==> src/rtl/core/rrq_pkg.sv <==
// Shared constants, command codes and control struct for the round-robin ready queue.
`timescale 1ns / 1ps

package rrq_pkg;

	// Queue geometry.
	localparam int QUEUE_DEPTH = 16;
	localparam int ID_BITS     = 8;
	localparam int IDX_BITS    = $clog2(QUEUE_DEPTH);
	localparam int CNT_BITS    = $clog2(QUEUE_DEPTH + 1);

	// Field widths of the beats on the two channels.
	localparam int CMD_BITS = 2;
	localparam int OCC_BITS = 5;

	// Command codes; the fourth code carries no operation.
	typedef enum logic [CMD_BITS-1:0] {
		CMD_ADMIT  = 2'd0,
		CMD_REMOVE = 2'd1,
		CMD_NEXT   = 2'd2
	} rrq_cmd_t;

	// Per-cycle control broadcast from the top level to every cell.
	typedef struct packed {
		logic                admit;
		logic                remove;
		logic                rotate;
		logic [ID_BITS-1:0]  id;
		logic [CNT_BITS-1:0] count;
	} rrq_ctrl_t;

endpackage

==> src/rtl/core/rrq_cmd_if.sv <==
// Command channel: valid/ready handshake with command and thread id payload.
`timescale 1ns / 1ps

interface rrq_cmd_if;
	logic                         valid;
	logic                         ready;
	logic [rrq_pkg::CMD_BITS-1:0] command;
	logic [7:0]                   thread_id;

	modport source (output valid, output command, output thread_id, input ready);
	modport sink (input valid, input command, input thread_id, output ready);
endinterface

==> src/rtl/core/rrq_res_if.sv <==
// Result channel: valid/ready handshake with returned id, status and occupancy.
`timescale 1ns / 1ps

interface rrq_res_if;
	logic                         valid;
	logic                         ready;
	logic [7:0]                   result_id;
	logic                         ok;
	logic [rrq_pkg::OCC_BITS-1:0] occupancy;

	modport source (output valid, output result_id, output ok, output occupancy, input ready);
	modport sink (input valid, input result_id, input ok, input occupancy, output ready);
endinterface

==> src/rtl/core/rrq_cell.sv <==
// One queue slot: holds an id, compares it, and shifts from its neighbor.
`timescale 1ns / 1ps

module rrq_cell (
	input  logic                         clk,
	input  logic [rrq_pkg::IDX_BITS-1:0] index,
	input  rrq_pkg::rrq_ctrl_t           ctrl,
	input  logic [rrq_pkg::ID_BITS-1:0]  upper_data,
	input  logic [rrq_pkg::ID_BITS-1:0]  head_data,
	input  logic                         hit_in,
	output logic                         hit_out,
	output logic [rrq_pkg::ID_BITS-1:0]  data
);

	logic [rrq_pkg::ID_BITS-1:0]  data_q;
	logic [rrq_pkg::CNT_BITS-1:0] pos;
	logic [rrq_pkg::CNT_BITS-1:0] pos_plus;
	logic                         valid;
	logic                         has_upper;
	logic                         is_tail;
	logic                         is_free;
	logic                         match;

	// Position of this slot relative to the fill level.
	assign pos       = (rrq_pkg::CNT_BITS)'(index);
	assign pos_plus  = pos + (rrq_pkg::CNT_BITS)'(1);
	assign valid     = pos < ctrl.count;
	assign has_upper = pos_plus < ctrl.count;
	assign is_tail   = pos_plus == ctrl.count;
	assign is_free   = pos == ctrl.count;

	// A hit in this slot or any slot nearer the head opens the gap here.
	assign match   = valid && (data_q == ctrl.id);
	assign hit_out = hit_in || match;
	assign data    = data_q;

	// Slot update: append, close the gap, or rotate the head to the tail.
	always_ff @(posedge clk) begin
		if (ctrl.admit && is_free) begin
			data_q <= ctrl.id;
		end else if (ctrl.remove && hit_out && has_upper) begin
			data_q <= upper_data;
		end else if (ctrl.rotate && has_upper) begin
			data_q <= upper_data;
		end else if (ctrl.rotate && is_tail) begin
			data_q <= head_data;
		end
	end

endmodule

==> src/rtl/core/rrq_chain.sv <==
// Row of queue cells with the neighbor links and the first-match chain.
`timescale 1ns / 1ps

module rrq_chain (
	input  logic                        clk,
	input  rrq_pkg::rrq_ctrl_t          ctrl,
	output logic                        found,
	output logic [rrq_pkg::ID_BITS-1:0] head
);

	logic [rrq_pkg::ID_BITS-1:0] cell_data [rrq_pkg::QUEUE_DEPTH];
	logic [rrq_pkg::ID_BITS-1:0] upper    [rrq_pkg::QUEUE_DEPTH];
	logic [rrq_pkg::QUEUE_DEPTH:0] hit;

	assign hit[0] = 1'b0;
	assign found  = hit[rrq_pkg::QUEUE_DEPTH];
	assign head   = cell_data[0];

	// Each cell takes its upper neighbor's id; the last one has none in use.
	for (genvar i = 0; i < rrq_pkg::QUEUE_DEPTH; i++) begin : g_cell
		if (i == rrq_pkg::QUEUE_DEPTH - 1) begin : g_last
			assign upper[i] = ctrl.id;
		end else begin : g_mid
			assign upper[i] = cell_data[i+1];
		end

		rrq_cell u_cell (
			.clk        (clk),
			.index      ((rrq_pkg::IDX_BITS)'(i)),
			.ctrl       (ctrl),
			.upper_data (upper[i]),
			.head_data  (cell_data[0]),
			.hit_in     (hit[i]),
			.hit_out    (hit[i+1]),
			.data       (cell_data[i])
		);
	end

endmodule

==> src/rtl/core/round_robin_ready_queue.sv <==
// Top level of the round-robin ready queue: command decode, fill count, result register.
`timescale 1ns / 1ps

// Ordered queue of up to 16 thread ids held in a row of cells, head in the
// first cell. Each command beat (admit, remove, next) is executed in the cycle
// it is accepted, and its result beat appears registered in the cycle after; a
// new command is taken every cycle as long as the result register is empty or
// being drained, so the block sustains one command per clock. The cycle is set
// by the compare-and-shift row: every cell compares its id in parallel, a
// first-match chain runs across all 16 cells, and each cell loads from its
// neighbor in the same edge. Admit on a full queue and remove of an absent id
// leave the queue as it is and return ok low; next on an empty queue returns
// id zero with ok low. The unused command code changes nothing and returns
// id zero, ok low and the current occupancy.
module round_robin_ready_queue (
	input  logic      clk,
	input  logic      arst_n,
	rrq_cmd_if.sink   cmd,
	rrq_res_if.source res
);

	logic [rrq_pkg::CNT_BITS-1:0] count_q;
	logic                         res_valid_q;
	logic [rrq_pkg::ID_BITS-1:0]  res_id_q;
	logic                         res_ok_q;
	logic [rrq_pkg::OCC_BITS-1:0] res_occ_q;

	rrq_pkg::rrq_ctrl_t           ctrl;
	logic                         fire;
	logic                         full;
	logic                         empty;
	logic                         found;
	logic [rrq_pkg::ID_BITS-1:0]  head;
	logic [rrq_pkg::ID_BITS-1:0]  in_id;
	logic [rrq_pkg::CNT_BITS-1:0] count_d;
	logic [rrq_pkg::ID_BITS-1:0]  result_id_d;
	logic                         ok_d;

	// Accept a command whenever the result register is free or draining.
	assign cmd.ready = !res_valid_q || res.ready;
	assign fire      = cmd.valid && cmd.ready;

	assign in_id = cmd.thread_id[rrq_pkg::ID_BITS-1:0];
	assign full  = count_q == (rrq_pkg::CNT_BITS)'(rrq_pkg::QUEUE_DEPTH);
	assign empty = count_q == '0;

	// Decode the command into cell controls. A remove of an absent id finds no
	// match in the row, so no cell shifts.
	always_comb begin
		ctrl.admit  = 1'b0;
		ctrl.remove = 1'b0;
		ctrl.rotate = 1'b0;
		ctrl.id     = in_id;
		ctrl.count  = count_q;
		case (cmd.command)
			rrq_pkg::CMD_ADMIT: begin
				ctrl.admit = fire && !full;
			end
			rrq_pkg::CMD_REMOVE: begin
				ctrl.remove = fire;
			end
			rrq_pkg::CMD_NEXT: begin
				ctrl.rotate = fire && !empty;
			end
			default: begin
				ctrl.admit = 1'b0;
			end
		endcase
	end

	// Work out the new count and the result of the command.
	always_comb begin
		count_d     = count_q;
		result_id_d = '0;
		ok_d        = 1'b0;
		case (cmd.command)
			rrq_pkg::CMD_ADMIT: begin
				result_id_d = in_id;
				ok_d        = !full;
				if (!full) begin
					count_d = count_q + (rrq_pkg::CNT_BITS)'(1);
				end
			end
			rrq_pkg::CMD_REMOVE: begin
				result_id_d = in_id;
				ok_d        = found;
				if (found) begin
					count_d = count_q - (rrq_pkg::CNT_BITS)'(1);
				end
			end
			rrq_pkg::CMD_NEXT: begin
				ok_d = !empty;
				if (!empty) begin
					result_id_d = head;
				end
			end
			default: begin
				ok_d = 1'b0;
			end
		endcase
	end

	rrq_chain u_chain (
		.clk   (clk),
		.ctrl  (ctrl),
		.found (found),
		.head  (head)
	);

	// Fill count and result valid flag.
	always_ff @(posedge clk or negedge arst_n) begin
		if (!arst_n) begin
			count_q     <= '0;
			res_valid_q <= 1'b0;
		end else begin
			if (fire) begin
				count_q     <= count_d;
				res_valid_q <= 1'b1;
			end else if (res.ready) begin
				res_valid_q <= 1'b0;
			end
		end
	end

	// Result payload register.
	always_ff @(posedge clk) begin
		if (fire) begin
			res_id_q  <= result_id_d;
			res_ok_q  <= ok_d;
			res_occ_q <= (rrq_pkg::OCC_BITS)'(count_d);
		end
	end

	assign res.valid     = res_valid_q;
	assign res.result_id = 8'(res_id_q);
	assign res.ok        = res_ok_q;
	assign res.occupancy = res_occ_q;

	// The fill level never passes the queue depth.
	a_count_bound: assert property (@(posedge clk) disable iff (!arst_n)
		count_q <= (rrq_pkg::CNT_BITS)'(rrq_pkg::QUEUE_DEPTH))
		else $error("queue count exceeds depth");

	// A pending result reports the count the queue holds now.
	a_occ_match: assert property (@(posedge clk) disable iff (!arst_n)
		res_valid_q |-> (res_occ_q == (rrq_pkg::OCC_BITS)'(count_q)))
		else $error("reported occupancy differs from queue count");

	// A successful admit grows the queue by one.
	a_admit_grow: assert property (@(posedge clk) disable iff (!arst_n)
		(fire && cmd.command == rrq_pkg::CMD_ADMIT && !full)
		|=> (count_q == $past(count_q) + (rrq_pkg::CNT_BITS)'(1)))
		else $error("admit did not grow the queue");

	// Rotation keeps the queue length.
	a_rotate_keep: assert property (@(posedge clk) disable iff (!arst_n)
		(fire && cmd.command == rrq_pkg::CMD_NEXT) |=> $stable(count_q))
		else $error("next changed the queue length");

endmodule
==> src/flat_wrapper.sv <==
// flat-port wrapper written by rule: the top's interface ports become plain ports
module round_robin_ready_queue_flat 
  (clk, arst_n, cmd_valid, cmd_command, cmd_thread_id, cmd_ready, res_valid, res_result_id, res_ok, res_occupancy, res_ready);
  rrq_cmd_if cmd_i ();
  rrq_res_if res_i ();
  input  logic clk;
  input  logic arst_n;
  input wire logic [$bits(cmd_i.valid)-1:0] cmd_valid;
  input wire logic [$bits(cmd_i.command)-1:0] cmd_command;
  input wire logic [$bits(cmd_i.thread_id)-1:0] cmd_thread_id;
  output wire logic [$bits(cmd_i.ready)-1:0] cmd_ready;
  output wire logic [$bits(res_i.valid)-1:0] res_valid;
  output wire logic [$bits(res_i.result_id)-1:0] res_result_id;
  output wire logic [$bits(res_i.ok)-1:0] res_ok;
  output wire logic [$bits(res_i.occupancy)-1:0] res_occupancy;
  input wire logic [$bits(res_i.ready)-1:0] res_ready;
  assign cmd_i.valid = cmd_valid;
  assign cmd_i.command = cmd_command;
  assign cmd_i.thread_id = cmd_thread_id;
  assign cmd_ready = cmd_i.ready;
  assign res_valid = res_i.valid;
  assign res_result_id = res_i.result_id;
  assign res_ok = res_i.ok;
  assign res_occupancy = res_i.occupancy;
  assign res_i.ready = res_ready;
  round_robin_ready_queue u_core (.clk(clk), .arst_n(arst_n), .cmd(cmd_i), .res(res_i));
endmodule
==> config.mk <==
export PLATFORM = sky130hd
export DESIGN_NAME = round_robin_ready_queue_flat
export DESIGN_NICKNAME = d
export VERILOG_FILES = /design/src/rtl/core/rrq_pkg.sv /design/src/rtl/core/rrq_cmd_if.sv /design/src/rtl/core/rrq_res_if.sv /design/src/rtl/core/rrq_cell.sv /design/src/rtl/core/rrq_chain.sv /design/src/rtl/core/round_robin_ready_queue.sv /design/src/flat_wrapper.sv
export SDC_FILE = /design/constraint.sdc
export NUM_CORES = 1
export LEC_CHECK = 0
export ABC_CLOCK_PERIOD_IN_PS = 20800
export BUFFER_PORTS_ARGS = -buffer_cell sky130_fd_sc_hd__buf_2
export CAP_MARGIN = 20
export CORE_MARGIN = 4
export CORE_UTILIZATION = 30
export DETAILED_ROUTE_END_ITERATION = 12
export SYNTH_ARGS = -nofsm -noshare
export SYNTH_HDL_FRONTEND = slang
export SYNTH_HIERARCHICAL = 1
export SYNTH_SLANG_ARGS = --single-unit
==> constraint.sdc <==
create_clock -name clk -period 20.8 [get_ports clk]
set_input_delay 1.04 -clock clk [delete_from_list [all_inputs] [get_ports clk]]
set_output_delay 1.04 -clock clk [all_outputs]
set_load 0.005 [all_outputs]
# Yosys cells after proc, flatten, opt, wreduce, memory -nomap -nowiden
# Cells that the tools add are included.
[totals]
reg_bits = 148
in_bits = 14
out_inout_bits = 16
[op_classes]
n_addsub = 2
order_cmp = 17
eq_ne = 35
n_mux = 74
reduce_logical = 137
[op_table]
columns = ["op", "n"]
rows = [
  ["2-to-1 mux 8 bit", 64],
  ["equality test 8 bit", 16],
  ["logical AND 1 bit", 98],
  ["nonzero test 4 bit", 15],
  ["equality test 4 x 5 -> 1 bit (first input constant)", 8],
  ["< comparator 4 x 5 -> 1 bit (first input constant)", 8],
  ["equality test 3 x 5 -> 1 bit (first input constant)", 4],
  ["< comparator 3 x 5 -> 1 bit (first input constant)", 4],
  ["logical OR 1 bit", 16],
  ["case mux 8 bit (2 select lines)", 1],
  ["equality test 2 x 5 -> 1 bit (first input constant)", 2],
  ["< comparator 1 x 5 -> 1 bit (first input constant)", 2],
  ["< comparator 2 x 5 -> 1 bit (first input constant)", 2],
  ["2-to-1 mux 5 bit", 2],
  ["case mux 5 bit (2 select lines)", 1],
  ["adder 5 x 1 -> 5 bit (second input constant)", 1],
  ["equality test 1 x 5 -> 1 bit (first input constant)", 1],
  ["equality test 5 bit (first input constant)", 1],
  ["equality test 5 bit (second input constant)", 1],
  ["zero test 5 bit", 1],
  ["< comparator 5 bit (first input constant)", 1],
  ["2-to-1 mux 1 bit", 5],
  ["subtractor 5 x 1 -> 5 bit (second input constant)", 1],
  ["zero test 1 bit", 3],
  ["7 further kinds", 7],
]

# Longest topological paths before layout
[logic_depth]
ltp_word = 21
depth_mapped = 36

# Modules after synthesis
# Netlist, hierarchy kept.
[modules_own_cells]
columns = ["mod", "n_inst", "cells_each", "area_each_um2", "seq_area_each_um2"]
rows = [
  ["rrq_cell (u_core.u_chain.g_cell[12].u_cell ...)", 11, 91, 883.3, 240.2],
  ["rrq_cell (u_core.u_chain.g_cell[0].u_cell ...)", 5, 75, 793.3, 240.2],
  ["round_robin_ready_queue", 1, 88, 1091.0, 570.5],
  ["rrq_chain", 1, 2, 7.5, 0.0],
]

# Least setup slack after synthesis
# OpenSTA, ideal clock, no wires.
[synth_path]
kind = "flip-flop to flip-flop"
start = "register u_core/count_q[0] (netlist name)"
end = "register u_core.u_chain.g_cell[12].u_cell.data_q, in the netlist u_core/u_chain/g_cell[12].u_cell/data[0], enable pin"
arrival_ns = 6.463
required_time_ns = 20.422
slack_ns = 13.958
stages_incl_launch_ff = 10
synth_period_minus_slack_ns = 6.842
cell_sequence = "dfrtp_1 -> inv_1 -> ha_1 -> or3b_4 -> nor2_1 -> nor4_1 -> o2bb2ai_1 -> a311oi_1 -> o21ai_1 -> o221ai_1"
[synth_rtl]
columns = ["item", "line_no", "text"]
rows = [
  ["start, declared", "round_robin_ready_queue.sv:22", "logic [rrq_pkg::CNT_BITS-1:0] count_q;"],
  ["start signal, assigned", "round_robin_ready_queue.sv:117", "count_q <= count_d;"],
  ["end signal, assigned", "rrq_cell.sv:40", "data_q <= ctrl.id;"],
  ["end signal, assigned", "rrq_cell.sv:42", "data_q <= upper_data;"],
  ["end signal, assigned", "rrq_cell.sv:44", "data_q <= upper_data;"],
  ["end, declared", "rrq_cell.sv:15", "logic [rrq_pkg::ID_BITS-1:0] data_q;"],
]

# Worst setup path in the final report
[layout_path]
start = "register u_core/count_q[4] (netlist name)"
end = "register u_core.u_chain.g_cell[15].u_cell.data_q, in the netlist u_core/u_chain/g_cell[15].u_cell/data[4], enable pin"
[layout_between]
elab_chain_len = 20
word_cells_on_any_way = 64
classes_between = "order compare: 17; eq/ne: 3; mux: 2; reduce/logical: 42"
[layout_rtl]
columns = ["item", "line_no", "text"]
rows = [
  ["< comparator 1 x 5 -> 1 bit", "rrq_cell.sv:27", "assign valid = pos < ctrl.count;"],
  ["logical AND 1 bit", "rrq_cell.sv:33", "assign match = valid && (data_q == ctrl.id);"],
  ["via u_core.u_chain.hit (one bit)", "rrq_chain.sv:13", "logic [rrq_pkg::QUEUE_DEPTH:0] hit;"],
  ["logical OR 1 bit", "rrq_cell.sv:34", "assign hit_out = hit_in || match;"],
  ["via u_core.u_chain.hit (one bit)", "rrq_chain.sv:13", ""],
  ["logical OR 1 bit", "rrq_cell.sv:34", ""],
  ["via u_core.u_chain.hit (one bit)", "rrq_chain.sv:13", ""],
  ["logical OR 1 bit", "rrq_cell.sv:34", ""],
  ["via u_core.u_chain.hit (one bit)", "rrq_chain.sv:13", ""],
  ["(+1 left out)", "-", ""],
  ["via u_core.u_chain.hit (one bit)", "rrq_chain.sv:13", ""],
  ["(+1 left out)", "-", ""],
  ["via u_core.u_chain.hit (one bit)", "rrq_chain.sv:13", ""],
  ["(+1 left out)", "-", ""],
  ["via u_core.u_chain.hit (one bit)", "rrq_chain.sv:13", ""],
  ["(+1 left out)", "-", ""],
  ["via u_core.u_chain.hit (one bit)", "rrq_chain.sv:13", ""],
  ["(+1 left out)", "-", ""],
  ["via u_core.u_chain.hit (one bit)", "rrq_chain.sv:13", ""],
  ["(+1 left out)", "-", ""],
  ["via u_core.u_chain.hit (one bit)", "rrq_chain.sv:13", ""],
  ["(+1 left out)", "-", ""],
  ["via u_core.u_chain.hit (one bit)", "rrq_chain.sv:13", ""],
  ["(+1 left out)", "-", ""],
  ["via u_core.u_chain.hit (one bit)", "rrq_chain.sv:13", ""],
  ["(+1 left out)", "-", ""],
  ["via u_core.u_chain.hit (one bit)", "rrq_chain.sv:13", ""],
  ["logical OR 1 bit", "rrq_cell.sv:34", ""],
  ["via u_core.u_chain.hit (one bit)", "rrq_chain.sv:13", ""],
  ["logical OR 1 bit", "rrq_cell.sv:34", ""],
  ["via u_core.u_chain.hit (one bit)", "rrq_chain.sv:13", ""],
  ["logical OR 1 bit", "rrq_cell.sv:34", ""],
  ["logical AND 1 bit (2 in series)", "rrq_cell.sv:41", "end else if (ctrl.remove && hit_out && has_upper) begin"],
  ["nonzero test 4 bit (no line)", "-", ""],
  ["end signal, assigned", "rrq_cell.sv:40", ""],
  ["end signal, assigned", "rrq_cell.sv:42", ""],
  ["end signal, assigned", "rrq_cell.sv:44", ""],
  ["end, declared", "rrq_cell.sv:15", ""],
]
# The timed path passes the listed nets, and every way through them passes these cells.
# A chain may end at the register's enable or synchronous reset.

==> PnR_summary.wiki <==
{| class="wikitable"
! Metric !! Value
|-
| Number of global-route vias before repair || around 12,000
|-
| First-pass GRT wire length || 65.7 mm
|-
| Clock tree from TritonCTS || built
|-
| Mean post-synth cell area || a little over 10 um^2
|-
| Peak supply drop || 0.0506 mV
|-
| Netlist Area Pre-Place || approximately 15,000 um^2
|-
| Clock tree root buffer cell || sky130_fd_sc_hd__clkbuf_16
|-
| Final Skew || 14.5 ps
|-
| Leading cell types by count after synthesis || sky130_fd_sc_hd__ha_1 (162), sky130_fd_sc_hd__edfxtp_1 (142), sky130_fd_sc_hd__nor2_1 (129), sky130_fd_sc_hd__inv_1 (127), sky130_fd_sc_hd__nand3_1 (115)
|-
| Number of standard-cell rows in the floorplan || 81
|-
| Async set or reset register ratio after synthesis || around 4%
|-
| Distinct cells, synth || 67
|-
| Critical path endpoint category || flop
|-
| Die Y-Extent || ~230 um
|-
| Reg-to-reg startpoint || u_core/count_q[4]$_DFFE_PN0N_
|-
| Portion of the clock cycle consumed by the worst path in the final layout || approximately 30%
|-
| Area growth syn-to-layout || 17.1%
|-
| Final instance area || between 15,000 and 20,000 um^2
|-
| Detail Route Antenna Nets || 0
|-
| Result of the run || finished, final reports clean
|-
| Number of vias in the routed layout || 12,322
|-
| Antenna violations before repair || 0
|-
| Clock network latency to the later pin of the worst-skew pair || 430 ps
|-
| Leakage || just over 7 nW
|-
| Unrepaired setup endpoints after global routing || false
|-
| Vias per Instance || a little over 5
|-
| Most common cell in the synthesized netlist || sky130_fd_sc_hd__ha_1
|-
| Final Setup Violations || 0
|-
| Maximum clock insertion buffer count || 2
|-
| Maximum frequency from static timing analysis || 160 MHz
|-
| Post-layout min period || 6240 ps
|-
| Critical path's top delay family || compound AO/OA/AOI/OAI gates
|-
| Total of buffers placed on input and output ports || 29
|-
| DR DRC count || 0
|-
| Overall Global Routing Usage || approximately 15%
|-
| WS Path Type || flop to flop
|-
| Number of clock sinks seen by CTS || 148
|-
| Number of instances resized during post-cts repair || 0
|-
| Arrival time of the worst setup path || 6300 ps
|-
| Core occupancy in the finished layout || a little over a third
|-
| H-Tree Level Count || 4
|-
| Power per cell area || 79.6 nW/um^2
|-
| Post-detail-place hpwl || around 28 mm
|-
| Share of final-layout standard cells stronger than drive strength 1 || 16.2%
|-
| Max-capacitance violation count || 0
|-
| Total of hold buffers inserted after clock tree synthesis || 0
|-
| Worst-case hold slack || 439 ps
|-
| Maximum fanout along the worst path || 36
|-
| Initial standard-cell utilization of the core || between 30 and 40%
|-
| Number of synthesized flops with an enable pin || 142
|-
| Dpl cells || 2,390
|-
| Final-report max-slew violation count || 0
|-
| Origin of the worst setup path || u_core/count_q[4]$_DFFE_PN0N_
|-
| TritonRoute pass-1 iters || 5
|-
| Pin count of the biggest net entering global routing || 37
|-
| Flip-flop and latch count after synthesis || 148
|-
| Post-synth top flop || sky130_fd_sc_hd__edfxtp_1
|-
| Clock transition at the registers of the reported paths || 60 ps
|-
| CP Buf/Inv Count || 11
|-
| Syn. warnings || 6
|-
| # Post-CTS Setup Buffers || 0
|-
| Area taken by flip-flops and latches || 4420 um^2
|-
| Post-route insts no fill || ~2,400
|-
| Crit path largest cell delay || between 700 and 800 ps
|-
| Final weighted congestion in routability-driven placement || ~0.83
|-
| Chip width || 230 um
|-
| Total negative setup slack || 0 ps
|-
| Post-Route WL || 41.4 mm
|-
| Area of combinational cells with multiple inputs || 10,700 um^2
|-
| Cell type with the highest aggregate area in the netlist || sky130_fd_sc_hd__edfxtp_1
|-
| Worst path slowest cell || sky130_fd_sc_hd__o221ai_1
|-
| Floorplan core area || about 49,000 um^2
|-
| WP data required || ~21,000 ps
|-
| Antenna cell count || 0
|-
| CP startpoint kind || flop
|-
| Share of Yosys cell area claimed by the top area cell type || between 20% and 30%
|-
| Type of the tightest min-delay check || input pin to async pin
|-
| Instance count of the mapped netlist || 1,466
|-
| I/O pin cnt || 30
|-
| Initial DRC count || 970
|-
| Area of the die || ~53,000 um^2
|-
| Slew headroom || 24.8%
|-
| FILL cells || 4,978
|-
| Final hold violation count || 0
|-
| Leftover overflow at the end of global routing || 0
|-
| Total clock buffers created by CTS || 17
|-
| Proportion of synthesized chip area in sequential cells || approximately 30%
|-
| Net total in the final layout || 1,926
|-
| Top post-synthesis cells by area || sky130_fd_sc_hd__edfxtp_1 (29%), sky130_fd_sc_hd__ha_1 (14%), sky130_fd_sc_hd__xnor2_2 (7.3%), sky130_fd_sc_hd__nand3_1 (3.9%), sky130_fd_sc_hd__a31oi_1 (3.7%)
|-
| Final routed wire length divided by cell count || 17.0 um
|-
| Worst Tran Pin Value || about 1100 ps
|-
| Placed Instance Area || 16,700 um^2
|}
[path summary, 6_finish.rpt]
kind / endpoint / slack (ps) / cells after the start
max in group asynchronous: u_core/count_q[4]$_DFFE_PN0N_ / 20190 / 1
hold reg to reg: u_core/u_chain/g_cell[10].u_cell/data[2]$_DFFE_PP_ / 600 / 1
setup / recovery: u_core/u_chain/g_cell[15].u_cell/data[4]$_DFFE_PP_ / 14560 / 32
hold / removal: u_core/res.valid$_DFFE_PN0P_ / 440 / 1
min in group clk: u_core/u_chain/g_cell[10].u_cell/data[2]$_DFFE_PP_ / 600 / 1
setup reg to reg: u_core/u_chain/g_cell[15].u_cell/data[4]$_DFFE_PP_ / 14560 / 32
[per-stage QoR]
| step | power [mW] | worst slack [ps] |
|---|---|---|
| final | 1.38 | 14560 |
| after global routing | 1.48 | 14020 |
| after CTS | 1.37 | 14630 |
| after detailed placement | 1.06 | 14370 |
| after global placement | 1.04 | 14430 |
| after floorplan | 0.880 | 13960 |
[registers in the layout, indices dropped and copies added (netlist names)]
signal,cells
u_core/res.valid,1
u_core/res.occupancy,5
u_core/u_chain/g_cell.u_cell/data,128
u_core/res.ok,1
u_core/res.result_id,8
u_core/count_q,5
[per-layer routing]
layer	up-vias	wire length (um)	track usage [%]
met5	-	0	0
met4	0	983	4.91
met3	55	1970	1.72
met2	351	19500	25.9
met1	5909	18900	21.0
li1	6007	-	-
[logic make-up (layout without fill, tap and decap cells)]
| kind of cell | Yosys count | after routing | synth area share, % |
|---|---|---|---|
| DFF | 148 | 148 | 29.9 |
| AOI/OAI and AO/OA | 414 | 414 | 22.6 |
| muxes | 1 | 1 | 0.0762 |
| adders and majority gates | 162 | 162 | 13.7 |
| other | 2 | 226 | 0.0508 |
| xor gates and xnor gates | 164 | 164 | 13.1 |
| buffers and inverters | 143 | 216 | 3.78 |
| and+or+nand+nor | 432 | 432 | 16.8 |
[cell type report]
class	count	share of cell area, %
clock buffers	24	2.73
clock inverters	8	0.600
inverters	127	2.75
multi-input cells	1399	61.6
flip-flops and latches	148	25.5
well taps	664	4.80
repair buffers	57	2.02
[layout by cell type (no fill, tap or decap), types with 12 or more instances in the layout]
| cell type | count |
|---|---|
| sky130_fd_sc_hd__inv_1 | 127 |
| sky130_fd_sc_hd__nand4_1 | 16 |
| sky130_fd_sc_hd__o21ai_1 | 27 |
| sky130_fd_sc_hd__clkbuf_16 | 17 |
| sky130_fd_sc_hd__xnor2_1 | 40 |
| sky130_fd_sc_hd__o41ai_1 | 14 |
| sky130_fd_sc_hd__and2_2 | 35 |
| sky130_fd_sc_hd__conb_1 | 226 |
| sky130_fd_sc_hd__a221o_1 | 40 |
| sky130_fd_sc_hd__nor2_2 | 12 |
| sky130_fd_sc_hd__edfxtp_1 | 142 |
| sky130_fd_sc_hd__o21ai_0 | 90 |
| sky130_fd_sc_hd__nand3_1 | 115 |
| sky130_fd_sc_hd__buf_4 | 23 |
| sky130_fd_sc_hd__xnor2_2 | 66 |
| sky130_fd_sc_hd__and3_1 | 17 |
| sky130_fd_sc_hd__xor2_1 | 58 |
| sky130_fd_sc_hd__o21a_1 | 13 |
| sky130_fd_sc_hd__nor2_1 | 128 |
| sky130_fd_sc_hd__buf_2 | 30 |
| sky130_fd_sc_hd__nand2b_1 | 23 |
| sky130_fd_sc_hd__a21oi_1 | 18 |
| sky130_fd_sc_hd__ha_1 | 162 |
| sky130_fd_sc_hd__a31oi_1 | 88 |
| sky130_fd_sc_hd__nand4b_1 | 17 |
[worst register-to-register path, delay by kind of cell (launching register included)]
kind | cells | cell delay (ps)
compound gates | 18 | 3320
buf+inv | 11 | 1380
flops | 1 | 720
simple gates | 3 | 460
[power by group]
group / internal (mW) / total, mW / switching, mW
logic: 0.251 / 0.662 / 0.411
clock network: 0.183 / 0.310 / 0.126
registers: 0.374 / 0.406 / 0.0323
total: 0.809 / 1.38 / 0.569
Note: power is estimated with default switching activity, not from simulation.
